### src/hw/rtl/cpp_pkg.sv
`default_nettype none
package cpp_pkg;

  localparam int MAX_POINTS_DEF = 64;
  localparam int COORD_BITS_DEF = 16;
  localparam int FIELD_W        = 16;
  localparam int SLOPE_MARK     = 100;

  typedef struct packed {
    logic signed [FIELD_W-1:0] point_x;
    logic signed [FIELD_W-1:0] point_y;
    logic signed [FIELD_W-1:0] point_z;
    logic                      path_end;
  } in_word_t;

  typedef struct packed {
    logic signed [FIELD_W-1:0] kept_x;
    logic signed [FIELD_W-1:0] kept_y;
    logic signed [FIELD_W-1:0] kept_z;
    logic                      final_point;
    logic                      overflowed;
  } out_word_t;

  typedef enum logic [1:0] {
    AXIS_UNDEF = 2'd0,
    AXIS_X     = 2'd1,
    AXIS_Z     = 2'd2
  } axis_t;

  typedef enum logic [1:0] {
    RD_B = 2'd0,
    RD_J = 2'd1,
    RD_I = 2'd2
  } rd_src_t;

  typedef struct packed {
    logic    load;
    logic    dd_init;
    logic    dd_wr;
    rd_src_t rd_src;
    logic    scan_y;
    logic    j_inc;
    logic    set_e;
    logic    i_from_b;
    logic    emit_rd;
    logic    i_inc;
    logic    open_init;
    logic    e1;
    logic    e2;
    logic    e3;
    logic    rewind;
    logic    step;
    logic    next_run;
    logic    flush;
  } dp_cmd_t;

  typedef struct packed {
    logic dd_last;
    logic j_eq_n;
    logic y_diff;
    logic short_run;
    logic i_last;
    logic end_last;
    logic e_eq_n;
    logic rewind;
    logic out_free;
  } dp_sts_t;

endpackage
`default_nettype wire

### src/hw/rtl/cpp_ctrl.sv
`default_nettype none
module cpp_ctrl (
  input  wire logic             clk,
  input  wire logic             rst_n,
  input  wire logic             in_valid,
  input  wire logic             in_path_end,
  output logic                  in_ready,
  output cpp_pkg::dp_cmd_t      cmd,
  input  wire cpp_pkg::dp_sts_t sts
);

  typedef enum logic [18:0] {
    S_LOAD   = 19'h00001,
    S_DRD    = 19'h00002,
    S_DWR    = 19'h00004,
    S_SRD    = 19'h00008,
    S_SY     = 19'h00010,
    S_SCHK   = 19'h00020,
    S_SCMP   = 19'h00040,
    S_RUNSEL = 19'h00080,
    S_LRD    = 19'h00100,
    S_LEM    = 19'h00200,
    S_PRD0   = 19'h00400,
    S_PINIT  = 19'h00800,
    S_PRD    = 19'h01000,
    S_E1     = 19'h02000,
    S_E2     = 19'h04000,
    S_E3     = 19'h08000,
    S_E4     = 19'h10000,
    S_NEXT   = 19'h20000,
    S_FLUSH  = 19'h40000
  } state_t;

  state_t state_r, state_nxt;

  always_ff @(posedge clk) begin
    if (!rst_n) begin
      state_r <= S_LOAD;
    end else begin
      state_r <= state_nxt;
    end
  end

  assign in_ready = (state_r == S_LOAD);

  always_comb begin
    state_nxt  = state_r;
    cmd        = '0;
    cmd.rd_src = cpp_pkg::RD_I;
    unique case (state_r)
      S_LOAD: begin
        if (in_valid) begin
          cmd.load = 1'b1;
          if (in_path_end) begin
            cmd.dd_init = 1'b1;
            state_nxt   = S_DRD;
          end
        end
      end
      S_DRD: state_nxt = S_DWR;
      S_DWR: begin
        cmd.dd_wr = 1'b1;
        state_nxt = sts.dd_last ? S_SRD : S_DRD;
      end
      S_SRD: begin
        cmd.rd_src = cpp_pkg::RD_B;
        state_nxt  = S_SY;
      end
      S_SY: begin
        cmd.scan_y = 1'b1;
        state_nxt  = S_SCHK;
      end
      S_SCHK: begin
        if (sts.j_eq_n) begin
          cmd.set_e = 1'b1;
          state_nxt = S_RUNSEL;
        end else begin
          cmd.rd_src = cpp_pkg::RD_J;
          state_nxt  = S_SCMP;
        end
      end
      S_SCMP: begin
        if (sts.y_diff) begin
          cmd.set_e = 1'b1;
          state_nxt = S_RUNSEL;
        end else begin
          cmd.j_inc = 1'b1;
          state_nxt = S_SCHK;
        end
      end
      S_RUNSEL: begin
        if (sts.short_run) begin
          cmd.i_from_b = 1'b1;
          state_nxt    = S_LRD;
        end else begin
          state_nxt = S_PRD0;
        end
      end
      S_LRD: state_nxt = S_LEM;
      S_LEM: begin
        if (sts.out_free) begin
          cmd.emit_rd = 1'b1;
          cmd.i_inc   = 1'b1;
          state_nxt   = sts.i_last ? S_NEXT : S_LRD;
        end
      end
      S_PRD0: begin
        cmd.rd_src = cpp_pkg::RD_B;
        state_nxt  = S_PINIT;
      end
      S_PINIT: begin
        if (sts.out_free) begin
          cmd.open_init = 1'b1;
          state_nxt     = S_PRD;
        end
      end
      S_PRD: state_nxt = S_E1;
      S_E1: begin
        cmd.e1    = 1'b1;
        state_nxt = S_E2;
      end
      S_E2: begin
        cmd.e2    = 1'b1;
        state_nxt = S_E3;
      end
      S_E3: begin
        cmd.e3    = 1'b1;
        state_nxt = S_E4;
      end
      S_E4: begin
        if (sts.rewind) begin
          if (sts.out_free) begin
            cmd.rewind = 1'b1;
            state_nxt  = sts.end_last ? S_NEXT : S_PRD;
          end
        end else begin
          cmd.step  = 1'b1;
          state_nxt = S_PRD;
        end
      end
      S_NEXT: begin
        cmd.next_run = 1'b1;
        state_nxt    = sts.e_eq_n ? S_FLUSH : S_SRD;
      end
      S_FLUSH: begin
        if (sts.out_free) begin
          cmd.flush = 1'b1;
          state_nxt = S_LOAD;
        end
      end
      default: state_nxt = S_LOAD;
    endcase
  end

endmodule
`default_nettype wire

### config.mk
export PLATFORM = sky130hd
export DESIGN_NAME = cpp_ctrl
export DESIGN_NICKNAME = d
export VERILOG_FILES = /design/src/hw/rtl/cpp_pkg.sv /design/src/hw/rtl/cpp_ctrl.sv
export SDC_FILE = /design/constraint.sdc
export NUM_CORES = 1
export LEC_CHECK = 0
export ABC_AREA = 1
export BUFFER_PORTS_ARGS = -buffer_cell sky130_fd_sc_hd__buf_2
export CORE_MARGIN = 2
export CORE_UTILIZATION = 41
export CTS_CLUSTER_SIZE = 25
export DETAILED_ROUTE_END_ITERATION = 12
export GPL_TIMING_DRIVEN = 0
export PLACE_DENSITY = 0.67
export SYNTH_ARGS = -nofsm -noshare
export SYNTH_HDL_FRONTEND = slang
export SYNTH_SLANG_ARGS = --single-unit
### constraint.sdc
create_clock -name clk -period 1.85 [get_ports clk]
set_clock_uncertainty 0.1 [all_clocks]
set_input_delay 0.37 -clock clk [delete_from_list [all_inputs] [get_ports clk]]
set_output_delay 0.37 -clock clk [all_outputs]
set_load 0.02 [all_outputs]
# Word level (Yosys, flattened, before mapping)
# Cells that the tools add are included.
[classes]
n_reduce_logical = 2
n_eq_ne = 25
muxes = 41
[op_table]
columns = ["cell", "n"]
rows = [
  ["$pmux W19 S19", 1],
  ["$mux W19", 8],
  ["$mux W18", 2],
  ["$eq A19 B1 Y1 const B", 1],
  ["$eq A19 B10 Y1 const B", 1],
  ["$eq A19 B11 Y1 const B", 1],
  ["$eq A19 B12 Y1 const B", 1],
  ["$eq A19 B13 Y1 const B", 1],
  ["$eq A19 B14 Y1 const B", 1],
  ["$eq A19 B15 Y1 const B", 1],
  ["$eq A19 B16 Y1 const B", 1],
  ["$eq A19 B17 Y1 const B", 1],
  ["$eq A19 B18 Y1 const B", 1],
  ["$eq A19 B19 Y1 const B", 1],
  ["$eq A19 B2 Y1 const B", 1],
  ["$eq A19 B3 Y1 const B", 1],
  ["$eq A19 B4 Y1 const B", 1],
  ["$eq A19 B5 Y1 const B", 1],
  ["$eq A19 B6 Y1 const B", 1],
  ["$eq A19 B7 Y1 const B", 1],
  ["$eq A19 B8 Y1 const B", 1],
  ["$eq A19 B9 Y1 const B", 1],
  ["$mux W1", 18],
  ["$mux W8", 2],
  ["9 further kinds", 18],
]
[totals]
output_inout_bits = 20
word_cells = 69
input_bits = 13
ff_bits = 19

# Longest topological paths before layout
[depth]
ltp_word = 4
depth_mapped = 13

# Least setup slack after synthesis
# Ideal clock, no wire load.
[synth_path]
path_kind = "flip-flop to output port"
start = "register state_r[11]"
end = "output port cmd[9] in the netlist's numbering"
required_ns = 1.380
arrival_ns = 1.465
stages_incl_launch_ff = 7
path_slack_ns = -0.085
path_buffers = 1
path_cell_list = "dfxtp_1 nor2_2 inv_1 nor3_1 nand3_1 nor2_1 buf_4"
[synth_rtl]
columns = ["element", "line_no", "source"]
rows = [
  ["start, declared", "cpp_ctrl.sv:34", "state_t state_r, state_nxt;"],
  ["start signal, assigned", "cpp_ctrl.sv:40", "state_r <= state_nxt;"],
  ["end, declared", "cpp_ctrl.sv:8", "output cpp_pkg::dp_cmd_t cmd,"],
]

==> results.yml <==
final_layout:
  reg_top3: "state_r (19)"
  layout-drive-gt1-share_pct: 55.9
  final_cell_mix: "buf_4 (58), inv_1 (45), nand2_1 (35)"
  syn_to_final_growth_pct: 91.1
  antenna-diode-count: 0
  largest_reg_flops: 19
  fin_nets: 336
  regMostFlops: "state_r"
  layout_commonest_cell: "buf_4"
  final_util_pct: 83.5
detailed_routing:
  vias: 2001
  final_antenna_net_count: 0
  wirelength_mm: 6.18
  route.detailed.drc: 0
  drtIter0Drc: 178
  drt-wirelength-per-cell_microns: 16.9
  drt_first_pass_iters: 5
  via_per_inst: 5.47
clocking:
  clock-sinks: 19
  clkSlewWorstSetupHoldPaths_ns: 0.12
  htreeDepth: 1
  cts_max_path_buffers: 2
  cts-hold-fix-buffers: 0
  worstSkewPairLatency_ns: 0.32
  cts_tree: "done"
  numCtsBuffers: 3
  root_buffer: "clkbuf_4"
place:
  place_hpwl_mm: 2.67
  io_buffers: 31
  gp_congestion: 0.910
  pre_cts_ws_ns: -0.144
floorplan:
  fp.dieW_microns: 61.5
  initial_utilization_pct: 43.7
  ios: 33
  fp-row-count: 20
  core_sq_um: 3100
  die_y_microns: 61.5
  die-area_sq_um: 3780
synth:
  seq_area_frac_synth_pct: 28.1
  syn_nets: 235
  ys_types: 28
  netlist_area_sq_um: 1360
  ys_ff_latch: 19
  synthCells: 222
  synth.avg_cell_area_sq_um: 6.10
  synth_edf_count: 0
  postSynth.asyncResetShare_pct: 0
  ys.flop_type: "dfxtp_1"
  ys_warn_count: 0
power:
  total_power_w: 0.00306
  power_density_nw_per_um2: 1180
  ir_drop_mv: 0.736
  p_leak_nw: 1.33
worst_hold_path:
  holdCritPathClass: "in2reg"
run_status:
  violations: "negative setup slack"
  status: "finished with violations"
critical_path:
  worst_ep_required_time_ns: 1.38
  critPathMaxStageDelay_ns: 0.37
  start_kind: "flop"
  path_cells: "nor2_2 > nand2_2 > nor2_4 > buf_6 > nand3_4 > o22ai_4 > buf_6"
  worst-path-buf-inv: 2
  critPathMaxFanout: 4
  crit_type: "reg2out"
  crit_family: "simple AND/OR/NAND/NOR gates"
  worstPathArrival_ns: 1.77
  slowest_stage: "dfxtp_2"
  crit_top_cell: "buf_6"
  critPathCaptureType: "output pin"
sta:
  tightest_slew_ns: 0.513
  max_slew_margin_pct: 65.8
  hold_slack_ns: 0.113
  hold_viol: 0
  rsz0062_at_grt: "true"
  finalCriticalPeriod_ns: 2.24
  fmax_ghz: 0.447
  setup_tns_ns: -10.37
  final_max_slew_viol_count: 0
  finalSetupViolations: 38
  min_period_over_period_pct: 121
  setup_slack_ns: -0.388
global_route:
  antenna_found_initial: 0
  grt.total_usage_pct: 26.9
  grt_pass1_wl_mm: 7.42
  grt_overflow: 0
  grt_pass1_vias: 1682
  grt_max_degree: 11
flow_run:
  max_cap_violations: 0
==> cell type report <==
| type | count | area [sq um] |
|---|---|---|
| multi-input combinational | 147 | 1060 |
| timing repair buffer | 96 | 808 |
| fill | 172 | 513 |
| sequential | 19 | 404 |
| inverter | 52 | 203 |
| tap | 44 | 55.1 |
| buffer | 4 | 31.3 |
| clock buffer | 4 | 26.3 |
==> Yosys cell counts, types with 2 or more instances <==
master    number  area, sq um
nand2_2        6         37.5
nor2_2         7         43.8
inv_1         49          184
nor3_1         7         35.0
nor3_2         2         20.0
dfxtp_1       19          380
nor2_1        36          135
nor2_4         4         45.0
inv_2          2         7.51
o21ai_0        2         10.0
nand2_1       38          143
nand4_1        2         12.5
a21oi_1        2         10.0
nand3b_1       3         22.5
o21ai_2        2         17.5
nand3_1       28          140
o22ai_1        2         12.5
==> power breakdown <==
group / switching [W] / internal, W / total, W
registers: 0.0000570 / 0.000459 / 0.000516
clock network: 0.000151 / 0.0000845 / 0.000236
logic: 0.00126 / 0.00105 / 0.00231
==> per-stage QoR <==
stage	instances	area [sq um]
floorplan	222	1360
global placement	297	1570
detailed placement	297	1570
CTS	343	2200
global route	366	2590
finish	366	2590
==> per-layer routing <==
metal	vias to the layer above	routed length, microns	GRT usage [%]
met5	-	0	0
met4	0	314	10.3
met3	43	631	3.15
met2	150	3060	49.3
met1	924	2170	31.6
li1	884	-	-
==> path summary, 6_finish.rpt <==
kind | start | end | slack (ns) | depth (start not counted)
setup reg to reg | state_r[11]$_SDFFE_PN0P_ | state_r[0]$_SDFFE_PN1P_ | -0.27 | 14
hold reg to reg | state_r[18]$_SDFFE_PN0P_ | state_r[18]$_SDFFE_PN0P_ | 0.47 | 2
hold / removal | sts[5] | state_r[10]$_SDFFE_PN0P_ | 0.11 | 2
setup / recovery | state_r[11]$_SDFFE_PN0P_ | cmd[11] | -0.39 | 7
==> cells by family (layout without fill, tap and decap cells) <==
kind of cell / count (synthesis) / count (layout) / share of synthesized area [%]
AOI/OAI and AO/OA: 10 / 10 / 4.99
DFF: 19 / 19 / 28.1
buffers and inverters: 56 / 156 / 16.6
and+or+nand+nor: 137 / 137 / 50.3
==> what timing repair did <==
| item | 4_1_cts | 5_1_grt |
|---|---|---|
| buffers inserted | 43 | 28 |
| cloned | 0 | 1 |
| setup endpoints to repair | 20 | 38 |
| pin swaps | 28 | 14 |
| gates resized for setup | 83 | 44 |
(Power assumes the default switching activity.)
